File: config.mk
export PLATFORM = sky130hd
export DESIGN_NAME = smp_mapper
export DESIGN_NICKNAME = d
export VERILOG_FILES = /design/src/hdl/smp_pkg.sv /design/src/hdl/smp_mapper.sv
export SDC_FILE = /design/constraint.sdc
export NUM_CORES = 1
export LEC_CHECK = 0
export BUFFER_PORTS_ARGS = -buffer_cell sky130_fd_sc_hd__buf_2
export CAP_MARGIN = 20
export CORE_ASPECT_RATIO = 0.75
export CORE_MARGIN = 4
export CORE_UTILIZATION = 48
export CTS_BUF_LIST = sky130_fd_sc_hd__clkbuf_4 sky130_fd_sc_hd__clkbuf_8 sky130_fd_sc_hd__clkbuf_16
export DETAILED_ROUTE_END_ITERATION = 16
export PLACE_DENSITY = 0.85
export SLEW_MARGIN = 20
export SYNTH_ARGS = -nofsm -noshare
export SYNTH_HDL_FRONTEND = slang
export SYNTH_SLANG_ARGS = --single-unit
File: constraint.sdc
create_clock -name clk_i -period 2.3 [get_ports clk_i]
set_clock_uncertainty 0.05 [all_clocks]
set_input_delay 0.23 -clock clk_i [delete_from_list [all_inputs] [get_ports clk_i]]
set_output_delay 0.23 -clock clk_i [all_outputs]
set_load 0.02 [all_outputs]
File: src/hdl/smp_pkg.sv
// Shared types and constants for the serial-loaded PRG bank mapper.
// No dependencies; imported by the mapper, RAM and top-level modules.
`timescale 1ns / 1ps

package smp_pkg;

  typedef enum logic [1:0] {
    OUT_ROM   = 2'd0,
    OUT_RAM   = 2'd1,
    OUT_WRITE = 2'd2,
    OUT_ERROR = 2'd3
  } outcome_e;

  // bank modes, as committed from control bits 3:2
  localparam logic [1:0] MODE_32K_A     = 2'd0;
  localparam logic [1:0] MODE_32K_B     = 2'd1;
  localparam logic [1:0] MODE_FIX_LOW   = 2'd2;
  localparam logic [1:0] MODE_FIX_HIGH  = 2'd3;

  // commit targets, by address bits 15:13 of the fifth write
  localparam logic [2:0] REG_CONTROL = 3'b100;
  localparam logic [2:0] REG_PRG     = 3'b111;
  localparam logic [2:0] REG_RAM     = 3'b011;

  localparam logic [15:0] RAM_BASE = 16'h6000;

  localparam logic [2:0] SERIAL_LAST = 3'd4;

  localparam logic [4:0] RESET_BANK_COUNT = 5'd2;
  localparam logic [3:0] RESET_HIGH_BANK  = 4'(RESET_BANK_COUNT - 5'd1);

  typedef struct packed {
    logic        we;
    logic        re;
    logic [15:0] offset;
    logic [7:0]  wdata;
  } ram_cmd_t;

  typedef struct packed {
    outcome_e    outcome;
    logic [17:0] rom_offset;
    logic        ram_read;
  } result_t;

endpackage

File: src/hdl/smp_mapper.sv
// Mapper state (serial shift register, bank windows, mode, RAM enable) and
// address decode for one access. Depends on smp_pkg.
`timescale 1ns / 1ps

module smp_mapper import smp_pkg::*; (
  input  logic        clk_i,
  input  logic        rst_ni,
  input  logic        cfg_we_i,
  input  logic [4:0]  cfg_wdata_i,
  input  logic        accept_i,
  input  logic        action_i,
  input  logic [15:0] bus_address_i,
  input  logic [7:0]  write_data_i,
  output ram_cmd_t    ram_cmd_o,
  output result_t     result_o
);

  logic [4:0] bank_count_q;
  logic [4:0] bits_q, bits_d;
  logic [2:0] count_q, count_d;
  logic [1:0] mode_q, mode_d;
  logic [3:0] low_q, low_d;
  logic [3:0] high_q, high_d;
  logic       ram_en_q, ram_en_d;

  logic       ram_hit, rom_hit;
  logic [3:0] last_bank;
  logic [4:0] shifted;
  logic [3:0] prg_bank;
  logic [3:0] rd_bank;

  assign ram_hit   = (bus_address_i[15:13] == REG_RAM);
  assign rom_hit   = bus_address_i[15];
  assign last_bank = bank_count_q[3:0] - 4'd1;
  assign shifted   = bits_q | ({4'b0, write_data_i[0]} << count_q);
  assign prg_bank  = shifted[3:0];

  always_comb begin
    bits_d   = bits_q;
    count_d  = count_q;
    mode_d   = mode_q;
    low_d    = low_q;
    high_d   = high_q;
    ram_en_d = ram_en_q;
    if (accept_i && rom_hit && action_i) begin
      if (write_data_i[7]) begin
        bits_d  = '0;
        count_d = '0;
        low_d   = '0;
        high_d  = last_bank;
      end else if (count_q == SERIAL_LAST) begin
        bits_d  = '0;
        count_d = '0;
        case (bus_address_i[15:13])
          REG_CONTROL: begin
            mode_d = shifted[3:2];
          end
          REG_PRG: begin
            unique case (mode_q) inside
              MODE_32K_A, MODE_32K_B: begin
                low_d  = {prg_bank[3:1], 1'b0};
                high_d = {prg_bank[3:1], 1'b1};
              end
              MODE_FIX_LOW: begin
                low_d  = '0;
                high_d = prg_bank;
              end
              MODE_FIX_HIGH: begin
                low_d  = prg_bank;
                high_d = last_bank;
              end
              default: begin
                low_d  = low_q;
                high_d = high_q;
              end
            endcase
            ram_en_d = ~shifted[4];
          end
          default: begin
            mode_d = mode_q;  // CHR registers: not modeled
          end
        endcase
      end else begin
        bits_d  = shifted;
        count_d = count_q + 3'd1;
      end
    end
  end

  always_ff @(posedge clk_i or negedge rst_ni) begin
    if (!rst_ni) begin
      bank_count_q <= RESET_BANK_COUNT;
      bits_q       <= '0;
      count_q      <= '0;
      mode_q       <= MODE_FIX_HIGH;
      low_q        <= '0;
      high_q       <= RESET_HIGH_BANK;
      ram_en_q     <= 1'b1;
    end else begin
      if (cfg_we_i) begin
        bank_count_q <= cfg_wdata_i;
      end
      bits_q   <= bits_d;
      count_q  <= count_d;
      mode_q   <= mode_d;
      low_q    <= low_d;
      high_q   <= high_d;
      ram_en_q <= ram_en_d;
    end
  end

  // result of the access, from state as it stood before this request
  assign rd_bank = bus_address_i[14] ? high_q : low_q;

  always_comb begin
    result_o.outcome    = OUT_ERROR;
    result_o.rom_offset = '0;
    result_o.ram_read   = 1'b0;
    if (ram_hit) begin
      if (ram_en_q) begin
        result_o.outcome  = action_i ? OUT_WRITE : OUT_RAM;
        result_o.ram_read = ~action_i;
      end
    end else if (rom_hit) begin
      if (action_i) begin
        result_o.outcome = OUT_WRITE;
      end else begin
        result_o.outcome    = OUT_ROM;
        result_o.rom_offset = {rd_bank, bus_address_i[13:0]};
      end
    end
  end

  assign ram_cmd_o.we     = accept_i && ram_hit && ram_en_q && action_i;
  assign ram_cmd_o.re     = accept_i && ram_hit && ram_en_q && !action_i;
  assign ram_cmd_o.offset = bus_address_i - RAM_BASE;
  assign ram_cmd_o.wdata  = write_data_i;

endmodule

# Word-level counts from Yosys, hierarchy flattened
# Cells that the tools add are included.
# classes
div_mod_pow,0
eq_ne,7
reduce_logical,15
mux,22
add_sub_neg,3
n_mul,0
n_lt_le_gt_ge,0
n_bitwise,4
n_shift,1
# op_table
op,count
$mux W18,2
$mux W4,7
$pmux W4 S3,2
$mux W20,1
$sub A16 B15 Y16 const B,1
$reduce_and A4 Y1,3
$mux W5,2
$eq A3 B3 Y1 const B,3
$mux W2,4
$logic_and A1 B1 Y1,6
$mux W3,2
$or A5 B5 Y5,1
$shl A1 B3 Y5,1
$eq A2 B2 Y1 const B,2
$reduce_bool A2 Y1,2
$reduce_bool A4 Y1,1
$sub A4 B1 Y4 const B,1
$add A3 B1 Y3 const B,1
$eq A3 B2 Y1 const B,1
$not A1 Y1,3
$eq A2 B1 Y1 const B,1
$logic_not A2 Y1,1
$mux W1,2
$reduce_or A2 Y1,1
$logic_not A1 Y1,1
# totals
word_cells,59
ramBits,0
regBits,23
latchBits,0
memories,0
out_inout_bits,47
in_bits,34
romBits,0

# Longest topological paths before layout
# Gate-level depths: netlist of run 1.
# depth
word_depth,6
depth_mapped,6
depth_no_buf,5

# Least setup slack after synthesis of run 1
# No wires, ideal clock.
# synth_timing
path_type,input -> output
from,input port bus_address_i[13]
to,output port result_o[10] (netlist bit)
t_arrival_ns,1.301
path_slack_ns,0.719
t_required_ns,2.020
stages,5
n_path_buf,1
cell_sequence,ha_1 -> ha_1 -> nor2_1 -> clkbuf_1 -> and2_1
# synth_lines
item,line_no,rtl
"start, declared",smp_mapper.sv:12,"input logic [15:0] bus_address_i,"
"end, declared",smp_mapper.sv:15,output result_t result_o

# Worst setup path in the final report of run 1
# layout_timing
from,register count_q[0]
to,register high_q[0]
# layout_via
elab_chain_cells,6
word_cells_on_any_way,9
cone_classes,eq/ne: 1; shift: 1; mux: 4; bitwise: 1; reduce/logical: 2
# layout_lines
item,line_no,rtl
"start, declared",smp_mapper.sv:20,"logic [2:0] count_q, count_d;"
"start signal, assigned",smp_mapper.sv:104,count_q <= count_d;
$shl A1 B3 Y5,smp_mapper.sv:35,"assign shifted = bits_q | ({4'b0, write_data_i[0]} << count_q);"
$or A5 B5 Y5,smp_mapper.sv:35,
$pmux W4 S3,smp_mapper.sv:59,unique case (mode_q) inside
$mux W4,smp_mapper.sv:54,case (bus_address_i[15:13])
$mux W4,smp_mapper.sv:51,end else if (count_q == SERIAL_LAST) begin
$mux W4,smp_mapper.sv:46,if (write_data_i[7]) begin
"end signal, assigned",smp_mapper.sv:107,high_q <= high_d;
"end, declared",smp_mapper.sv:23,"logic [3:0] high_q, high_d;"
# Several ways; a longest one is shown, not always the timed one. The select of a mux whose other input is x is not followed.
# A chain may end at the register's enable or synchronous reset.

==> results.sh, run 1 <==
export IMPL_status="finished clean"
export IMPL_path_class="flip-flop to flip-flop"
export IMPL_synth_area_um2=1540
export IMPL_io_pins=81
export IMPL_synth_top_area_share_pct=29.2
export IMPL_num_antenna_cells=0
export IMPL_die_area_um2=4190
export IMPL_syn_area_per_cell_um2=9.06
export IMPL_chipWidth_um=73.4
export IMPL_final_nets=259
export IMPL_slowest_stage="dfrtp_1"
export IMPL_initial_core_util_pct=51.4
export IMPL_synth_area_leaders="dfrtp_1 29%, buf_4 11%, dfstp_2 8.5%"
export IMPL_worst_setup_path_end_kind="flip-flop"
export IMPL_p_sw_share_pct=32.4
export IMPL_combinationalPowerShare_pct=26.4
export IMPL_cts_hold_buf=1
export IMPL_ys_top_cells_by_count="22 x buf_4, 18 x dfrtp_1, 15 x and2_1"
export IMPL_fp_coreArea_um2=3000
export IMPL_drive_gt1_share_pct=38.2
export IMPL_htreeDepth=1
export IMPL_min_period_ps=1810
export IMPL_drtIter0Drc=104
export IMPL_hold_violations=0
export IMPL_p_switching_mw=0.327
export IMPL_path_cells="inv_1 -> ha_1 -> a31oi_2 -> or2_1 -> o31ai_1"
export IMPL_ant_nets=0
export IMPL_crit_family="compound AO/OA/AOI/OAI gates"
export IMPL_critPathMaxFanout=9
export IMPL_placed_cells=250
export IMPL_cts_sinks=23
export IMPL_yosys_warnings=0
export IMPL_yosysUniqueCellTypes=38
export IMPL_routabilityCongestion=0.831
export IMPL_critPathMaxStageDelay_ps=470
export IMPL_wl_per_cell_um=14.1
export IMPL_slew_headroom_pct=62.8
export IMPL_fmax_ghz=0.554
export IMPL_crit_arrival_ps=1920
export IMPL_p_total_mw=1.01
export IMPL_route_detailed_drc=0
export IMPL_hp_class="input port to flip-flop"
export IMPL_grt_ovfl_total=0
export IMPL_path_buf_inv=1
export IMPL_areaGrowthSynthToFinish_pct=17.0
export IMPL_antenna_found_initial=0
export IMPL_root_buffer="clkbuf_8"
export IMPL_rsz0062_at_grt="false"
export IMPL_fin_cells=255
export IMPL_grt_pass1_vias=1159
export IMPL_hold_depth=3
export IMPL_synth_seq_area_share_pct=37.8
export IMPL_grt_usage_pct=17.0
export IMPL_cts_tree="done"
export IMPL_finalWirelength_um=3590
export IMPL_dp_hpwl_um=2870
export IMPL_fin_crit_sh_pct=78.5
export IMPL_cts_resized=0
export IMPL_io_buffers=67
export IMPL_setup_viol=0
export IMPL_p_int_mw=0.682
export IMPL_synthCells=170
export IMPL_final_area_um2=1800
export IMPL_crit_cells=5
export IMPL_routed_via_density=5.25
export IMPL_slew_violations=0
export IMPL_ys_flop_type="dfrtp_1"
export IMPL_synthArstFlopShare_pct=100
export IMPL_ys_seq_elements=23
export IMPL_first_pass_iters=4
export IMPL_cts_setup_buffers=0
export IMPL_placed_area_um2=1740
export IMPL_fin_tns_setup_ps=0
export IMPL_cts_buffer_depth=2
export IMPL_power_static_leakage_nw=0.927
export IMPL_synth_nets=211
export IMPL_grt_max_degree=24
export IMPL_num_rows=17
export IMPL_clock_power_share_pct=26.1
export IMPL_grt_pass1_wl_um=5550
export IMPL_clk_pin_slew_ps=80
export IMPL_peakVddDrop_uv=473
export IMPL_via_count=1338
export IMPL_synth_edf_count=0
export IMPL_yosysMostFrequentCell="buf_4"
export IMPL_chipHeight_um=57.1
export IMPL_cp_start_kind="flip-flop"
export IMPL_n_fill_cell=262
export IMPL_synth_area_leader_cell="dfrtp_1"
export IMPL_sequentialPowerShare_pct=47.5
export IMPL_rr_worst_depth=5
export IMPL_cts_made_buffers=3
export IMPL_tightestPinTransition_ps=544
export IMPL_max_cap_viol_count=0
export IMPL_cp_required_ps=2420
export IMPL_powerDensity_nw_per_um2=560
export IMPL_clock_latency_ps=260
-- logic make-up (layout without fill, tap and decap cells) --
kind of cell	after synthesis	in the layout	share of synthesized area, %
XOR/XNOR	1	1	0.569
AND/OR/NAND/NOR	57	57	19.1
adder cells (fa/ha/maj)	7	7	5.69
multiplexers	9	9	6.09
AO/OA/AOI/OAI	38	38	16.4
flip-flops	23	23	37.8
buffers and inverters	35	82	14.4
-- cell type report --
type	count	area, um^2	area share [%]
clock buffer	4	48.8	2.71
multi-input combinational	112	737	40.9
inverter	9	33.8	1.87
timing repair buffer	69	353	19.6
tap	38	47.5	2.64
sequential	23	582	32.3
-- per-stage QoR --
step | utilization [%] | worst slack [ps] | hold WS (ps)
after floorplan | - | 719 | -116
after global placement | 58.1 | 591 | 168
after detailed placement | 58.1 | 530 | 179
after CTS | 60.1 | 508 | 132
after global routing | 60.1 | 407 | 139
final | 60.1 | 495 | 131
-- cell usage in the layout, fill, tap and decap left out, types with 4 or more instances in the layout --
master,count
mux2i_1,6
dfstp_2,5
dfrtp_1,18
a21oi_1,7
ha_1,7
buf_2,67
nand2_1,14
nor2_1,13
o21ai_0,11
inv_1,9
o31ai_1,4
and2_1,15
-- worst paths after layout --
check / from / end / slack (ps)
min in group asynchronous: rst_ni / low_q[1]$_DFFE_PN0P_ / 410
min reg2reg: low_q[3]$_DFFE_PN0P_ / low_q[3]$_DFFE_PN0P_ / 450
max: count_q[0]$_DFFE_PN0N_ / high_q[0]$_DFFE_PN1P_ / 490
max in group asynchronous: rst_ni / mode_q[0]$_DFFE_PN1P_ / 1430
min: cfg_wdata_i[1] / bank_count_q[1]$_DFFE_PN1P_ / 130
max reg2reg: count_q[0]$_DFFE_PN0N_ / high_q[0]$_DFFE_PN1P_ / 490
-- registers in the layout, summed over array words and instances (netlist names) --
signal and count:
high_q 4, bits_q 5, bank_count_q 4, low_q 4
ram_en_q 1, count_q 3, mode_q 2
-- routing by layer --
layer / track usage [%] / share of wire (%) / vias up
li1: - / - / 663
met1: 24.7 / 44 / 610
met2: 25.6 / 45 / 63
met3: 4.58 / 11 / 2
met4: 3.36 / 0.39 / 0
met5: 0 / 0 / -
-- worst register-to-register path, delay by kind of cell, from the launching register on --
family / cells / cell delay, ps
DFF: 1 / 470
buffers and inverters: 1 / 90
AOI/OAI and AO/OA: 2 / 500
adders and majority gates: 1 / 250
and+or+nand+nor: 1 / 340
-- power groups by stage --
stage          clock network (mW)  logic [mW]  registers, mW
2_1_floorplan                   0       0.207          0.473
3_3_place_gp                    0       0.256          0.483
3_5_place_dp                    0       0.264          0.486
4_1_cts                     0.265       0.268          0.478
5_1_grt                     0.284       0.294          0.485
6_report                    0.263       0.267          0.479
(Power assumes the default switching activity.)
==> run 2: changes to the inputs <==
Settings changed: CORE_UTILIZATION 48 to 45, PLACE_DENSITY 0.85 to 0.81.
Clock period 2.3 ns to 1.85 ns, I/O delays scaled along.
==> run 2 against run 1 <==
Net effect:
- critical path depth increased by 1
- flip-flop and latch count unchanged
- worst hold slack got worse by 58 ps
- setup slack got worse by 300 ps
- clock power increased by 16%
- register-to-register slack got worse by 250 ps
- critical endpoint is now result_o[18]
- highest routed layer unchanged
- first-iteration DRC count decreased by 19%
- clock-buffer cell count decreased by 1
- largest cell class unchanged
- largest power group unchanged
==> results.sh, run 2 (synthesized netlist as in run 1, its figures left out) <==
export IMPL_grt_pass1_vias=1181
export IMPL_cts_sinks=23
export IMPL_reg2reg_from="count_q[1]$_DFFE_PN0N_"
export IMPL_htreeDepth=1
export IMPL_die_area_um2=4430
export IMPL_grt_ovfl_total=0
export IMPL_final_cell_mix="67 x buf_2, 18 x dfrtp_1, 15 x and2_1"
export IMPL_clock_latency_ps=260
export IMPL_cts_hold_buf=1
export IMPL_powerDensity_nw_per_um2=679
export IMPL_initial_core_util_pct=46.8
export IMPL_areaGrowthSynthToFinish_pct=18.4
export IMPL_num_rows=18
export IMPL_fp_coreArea_um2=3290
export IMPL_max_cap_viol_count=0
export IMPL_final_nets=262
export IMPL_via_count=1354
export IMPL_rsz0062_at_grt="false"
export IMPL_cts_made_buffers=3
export IMPL_mostFrequentLayoutCell="buf_2"
export IMPL_chipHeight_um=58.7
export IMPL_route_detailed_drc=0
export IMPL_placed_area_um2=1770
export IMPL_cts_tree="done"
export IMPL_power_static_leakage_nw=0.941
export IMPL_largest_reg_flops=5
export IMPL_crit_arrival_ps=1420
export IMPL_status="finished clean"
export IMPL_hold_violations=0
export IMPL_path_class="input port to primary output"
export IMPL_pre_cts_ws_ps=190
export IMPL_min_from="cfg_wdata_i[0]"
export IMPL_dp_hpwl_um=2940
export IMPL_grt_pass1_wl_um=5480
export IMPL_cts_resized=0
export IMPL_hp_class="input port to flip-flop"
export IMPL_final_area_um2=1820
export IMPL_setup_viol=0
export IMPL_drtIter0Drc=84
export IMPL_clk_pin_slew_ps=80
export IMPL_routed_via_density=5.21
export IMPL_cts_buffer_depth=2
export IMPL_tightestPinTransition_ps=593
export IMPL_slew_violations=0
export IMPL_root_buffer="clkbuf_8"
export IMPL_min_period_ps=1650
export IMPL_slew_headroom_pct=59.4
export IMPL_num_antenna_cells=0
export IMPL_io_buffers=67
export IMPL_cts_setup_buffers=0
export IMPL_grt_usage_pct=16.4
export IMPL_peakVddDrop_uv=411
export IMPL_cp_start_kind="input port"
export IMPL_wl_per_cell_um=13.8
export IMPL_fin_util_pct=55.5
export IMPL_io_pins=81
export IMPL_grt_max_degree=24
export IMPL_routabilityCongestion=0.830
export IMPL_finalWorstSetupSlack_ps=196
export IMPL_cp_required_ps=1620
export IMPL_cp_startpoint="bus_address_i[14]"
export IMPL_chipWidth_um=75.6
export IMPL_drive_gt1_share_pct=39.1
export IMPL_first_pass_iters=4
export IMPL_finalWirelength_um=3590
export IMPL_fin_tns_setup_ps=0
export IMPL_fin_crit_sh_pct=89.4
export IMPL_top_register="bits_q"
export IMPL_ant_nets=0
export IMPL_antenna_found_initial=0
export IMPL_worst_setup_path_end_kind="primary output"
export IMPL_critPathMaxFanout=6
export IMPL_fmax_ghz=0.605
run 2: through the flow:
stage	power [mW]	std cells	hold slack [ps]
6_report	1.24	260	73.7
5_1_grt	1.32	260	91.1
4_1_cts	1.25	260	74.6
3_5_place_dp	0.943	255	128
3_3_place_gp	0.930	255	135
2_1_floorplan	0.846	170	-161
run 2: cell type report:
type,instances,area (um^2)
fill,295,1460
multi-input combinational,112,737
sequential,23,582
timing repair buffer,72,375
tap,40,50.0
clock buffer,3,41.3
inverter,9,33.8
clock inverter,1,5.00
run 2: worst paths after layout:
| kind | to | slack (ps) | depth (start not counted) |
|---|---|---|---|
| worst max-delay path | result_o[18] | 200 | 6 |
| worst min-delay path | bank_count_q[0]$_DFFE_PN0P_ | 70 | 3 |
| worst max register to register | high_q[0]$_DFFE_PN1P_ | 240 | 5 |
| worst min register to register | high_q[0]$_DFFE_PN1P_ | 450 | 2 |
| max in group asynchronous | mode_q[0]$_DFFE_PN1P_ | 1020 | 2 |
| min in group asynchronous | count_q[2]$_DFFE_PN0N_ | 370 | 2 |
run 2: critical path: stages:
cell and delay [ps]:
buf_2 150, ha_1 220, ha_1 230, or2_2 350
nor2_1 110, buf_2 170
run 2: per-layer routing:
| layer | GRT usage, % | share of wire (%) | wire length [um] |
|---|---|---|---|
| met1 | 22.4 | 42 | 1530 |
| met2 | 26.6 | 46 | 1670 |
| met3 | 3.24 | 9.9 | 356 |
| met4 | 4.24 | 1.2 | 42 |
| met5 | 0 | 0 | 0 |
run 2: power by group:
| part | internal, mW | switching (mW) |
|---|---|---|
| registers | 0.552 | 0.0344 |
| clock network | 0.150 | 0.156 |
| logic | 0.135 | 0.210 |
==> run 3: changes to the inputs <==
Settings changed: ABC_AREA set to 1, CORE_UTILIZATION 45 to 46.
==> run 3 against run 2 <==
Net effect:
- die area increased by 2.5%
- flip-flop and latch count unchanged
- sequential power increased by 2%
- synthesized area increased by 5.1%
- first-iteration DRC count decreased by 50%
- routed wire length increased by 3.6%
- non-clock buffer count decreased by 4
==> results.sh, run 3 <==
export IMPL_globalRoute_busiestLayer="met2"
export IMPL_crit_arrival_ps=1400
export IMPL_num_antenna_cells=0
export IMPL_drive_gt1_share_pct=32.2
export IMPL_synth_area_leaders="dfrtp_1 28%, nand2_1 13%, buf_4 9.7%"
export IMPL_slew_violations=0
export IMPL_combinationalPowerShare_pct=28.8
export IMPL_ant_nets=0
export IMPL_fmax_ghz=0.612
export IMPL_cts_made_buffers=3
export IMPL_synth_top_area_share_pct=27.8
export IMPL_antenna_found_initial=0
export IMPL_grt_pass1_vias=1310
export IMPL_dp_hpwl_um=3080
export IMPL_path_cells="buf_2 -> ha_1 -> ha_1 -> nor2_1 -> inv_2 -> a21oi_1 -> buf_2"
export IMPL_critPathMaxFanout=17
export IMPL_root_buffer="clkbuf_8"
export IMPL_synth_area_um2=1620
export IMPL_pre_cts_ws_ps=207
export IMPL_clk_pin_slew_ps=70
export IMPL_htreeDepth=1
export IMPL_multi_input_area_um2=724
export IMPL_final_cell_mix="67 x buf_2, 56 x nand2_1, 38 x inv_1"
export IMPL_setup_viol=0
export IMPL_rr_endpoint="high_q[2]$_DFFE_PN0P_"
export IMPL_fin_crit_sh_pct=88.3
export IMPL_synth_seq_area_share_pct=35.9
export IMPL_slowest_stage="ha_1"
export IMPL_synthCells=223
export IMPL_ys_flop_type="dfrtp_1"
export IMPL_worst_setup_path_end_kind="primary output"
export IMPL_rr_worst_depth=8
export IMPL_io_buffers=67
export IMPL_use_met2_pct=29.2
export IMPL_drtIter0Drc=42
export IMPL_clock_latency_ps=260
export IMPL_via_count=1479
export IMPL_die_area_um2=4540
export IMPL_initial_core_util_pct=48.6
export IMPL_regArea_um2=582
export IMPL_top_register="bits_q"
export IMPL_syn_area_per_cell_um2=7.26
export IMPL_chipWidth_um=76.5
export IMPL_ys_seq_elements=23
export IMPL_num_rows=18
export IMPL_p_switching_mw=0.426
export IMPL_sequentialPowerShare_pct=46.7
export IMPL_critPathMaxStageDelay_ps=220
export IMPL_hp_class="input port to flip-flop"
export IMPL_fin_tns_setup_ps=0
export IMPL_largest_reg_flops=5
export IMPL_yosysUniqueCellTypes=25
export IMPL_rsz0062_at_grt="false"
export IMPL_max_cap_viol_count=0
export IMPL_synth_edf_count=0
export IMPL_io_pins=81
export IMPL_fin_util_pct=57.0
export IMPL_finalWirelength_um=3720
export IMPL_slew_headroom_pct=66.2
export IMPL_crit_path_end="result_o[18]"
export IMPL_grt_max_degree=24
export IMPL_cts_resized=0
export IMPL_yosysMostFrequentCell="nand2_1"
export IMPL_cp_startpoint="bus_address_i[14]"
export IMPL_cts_sinks=23
export IMPL_synth_area_leader_cell="dfrtp_1"
export IMPL_grt_ovfl_total=0
export IMPL_power_static_leakage_nw=1.14
export IMPL_clock_power_share_pct=24.6
export IMPL_grt_usage_pct=16.6
export IMPL_route_detailed_drc=0
export IMPL_path_class="input port to primary output"
export IMPL_cp_required_ps=1620
export IMPL_peakVddDrop_uv=652
export IMPL_grtUsageMet3_pct=5.62
export IMPL_yosys_warnings=0
export IMPL_hold_violations=0
export IMPL_first_pass_iters=4
export IMPL_ys_top_cells_by_count="56 x nand2_1, 38 x inv_1, 25 x nor2_1"
export IMPL_tightestPinTransition_ps=507
export IMPL_wl_per_cell_um=11.9
export IMPL_mostFrequentLayoutCell="buf_2"
export IMPL_chipHeight_um=59.4
export IMPL_p_int_mw=0.857
export IMPL_reg2reg_from="count_q[1]$_DFFE_PN0N_"
export IMPL_synthArstFlopShare_pct=100
export IMPL_fp_coreArea_um2=3330
export IMPL_grt_pass1_wl_um=5910
export IMPL_routed_via_density=4.73
export IMPL_grt_use_met1_pct=20.9
export IMPL_synth_nets=264
export IMPL_status="finished clean"
export IMPL_routabilityCongestion=0.849
export IMPL_areaGrowthSynthToFinish_pct=17.4
export IMPL_powerDensity_nw_per_um2=675
export IMPL_finalWorstSetupSlack_ps=217
export IMPL_min_period_ps=1630
export IMPL_n_fill_cell=332
export IMPL_cp_start_kind="input port"
export IMPL_cts_buffer_depth=2
export IMPL_rrSetupSlack_ps=370
export IMPL_cts_tree="done"
export IMPL_final_nets=315
export IMPL_p_sw_share_pct=33.2
export IMPL_cts_setup_buffers=0
-- run 3: power groups by stage --
| stage | sequential [mW] | combinational (mW) | clock [mW] |
|---|---|---|---|
| 6_report | 0.599 | 0.369 | 0.315 |
| 5_1_grt | 0.607 | 0.412 | 0.353 |
| 4_1_cts | 0.598 | 0.371 | 0.331 |
| 3_5_place_dp | 0.608 | 0.368 | 0 |
| 3_3_place_gp | 0.605 | 0.360 | 0 |
| 2_1_floorplan | 0.597 | 0.286 | 0 |
-- run 3: layout make-up --
cell class | count | share of cell area (%)
Multi-Input combinational cell | 138 | 38.1
Sequential cell | 23 | 30.6
Timing Repair Buffer | 68 | 18.2
Inverter | 40 | 7.90
Tap cell | 40 | 2.63
Clock buffer | 4 | 2.57
-- run 3: logic make-up (layout without fill, tap and decap cells) --
kind of cell	Yosys count	count (layout)	share of synthesized area [%]
AO/OA/AOI/OAI	19	19	6.26
XOR/XNOR	2	2	1.08
adder cells (fa/ha/maj)	7	7	5.41
buffers and inverters	62	112	19.3
flip-flops	23	23	35.9
multiplexers	1	1	0.695
AND/OR/NAND/NOR	109	109	31.3
-- run 3: worst min path at each step --
stage / from / endpoint / slack, ps / depth (start not counted)
finish: cfg_wdata_i[3] / bank_count_q[3]$_DFFE_PN0P_ / 80 / 3
global route: cfg_wdata_i[1] / bank_count_q[1]$_DFFE_PN1P_ / 100 / 3
CTS: cfg_wdata_i[3] / bank_count_q[3]$_DFFE_PN0P_ / 80 / 3
detailed placement: rst_ni / bank_count_q[3]$_DFFE_PN0P_ / 140 / 1
global placement: rst_ni / bank_count_q[2]$_DFFE_PN0P_ / 130 / 1
floorplan: rst_ni / bank_count_q[0]$_DFFE_PN0P_ / -160 / 0
-- run 3: metrics by stage --
stage	area (um^2)	hold WS, ps	power (mW)	instances
floorplan	1620	-161	0.882	223
global placement	1840	128	0.966	308
detailed placement	1840	136	0.976	308
CTS	1900	75.6	1.30	313
global route	1900	97.8	1.37	313
finish	1900	81.5	1.28	313
-- run 3: metal layers --
layer  wire length, um  share of wire (%)
met5                 0                  0
met2              1720                 46
met1              1660                 44
met4                 0                  0
met3               350                9.4
-- run 3: what timing repair did --
item	4_1_cts	5_1_grt
setup endpoints to repair	0	0
hold endpoints to repair	18	0
hold buffers	1	0
-- run 3: worst max-delay path: cells and delay by family --
family,cells,cell delay [ps]
AOI/OAI and AO/OA,1,140
adders and majority gates,2,420
buffers and inverters,3,470
and+or+nand+nor,1,170
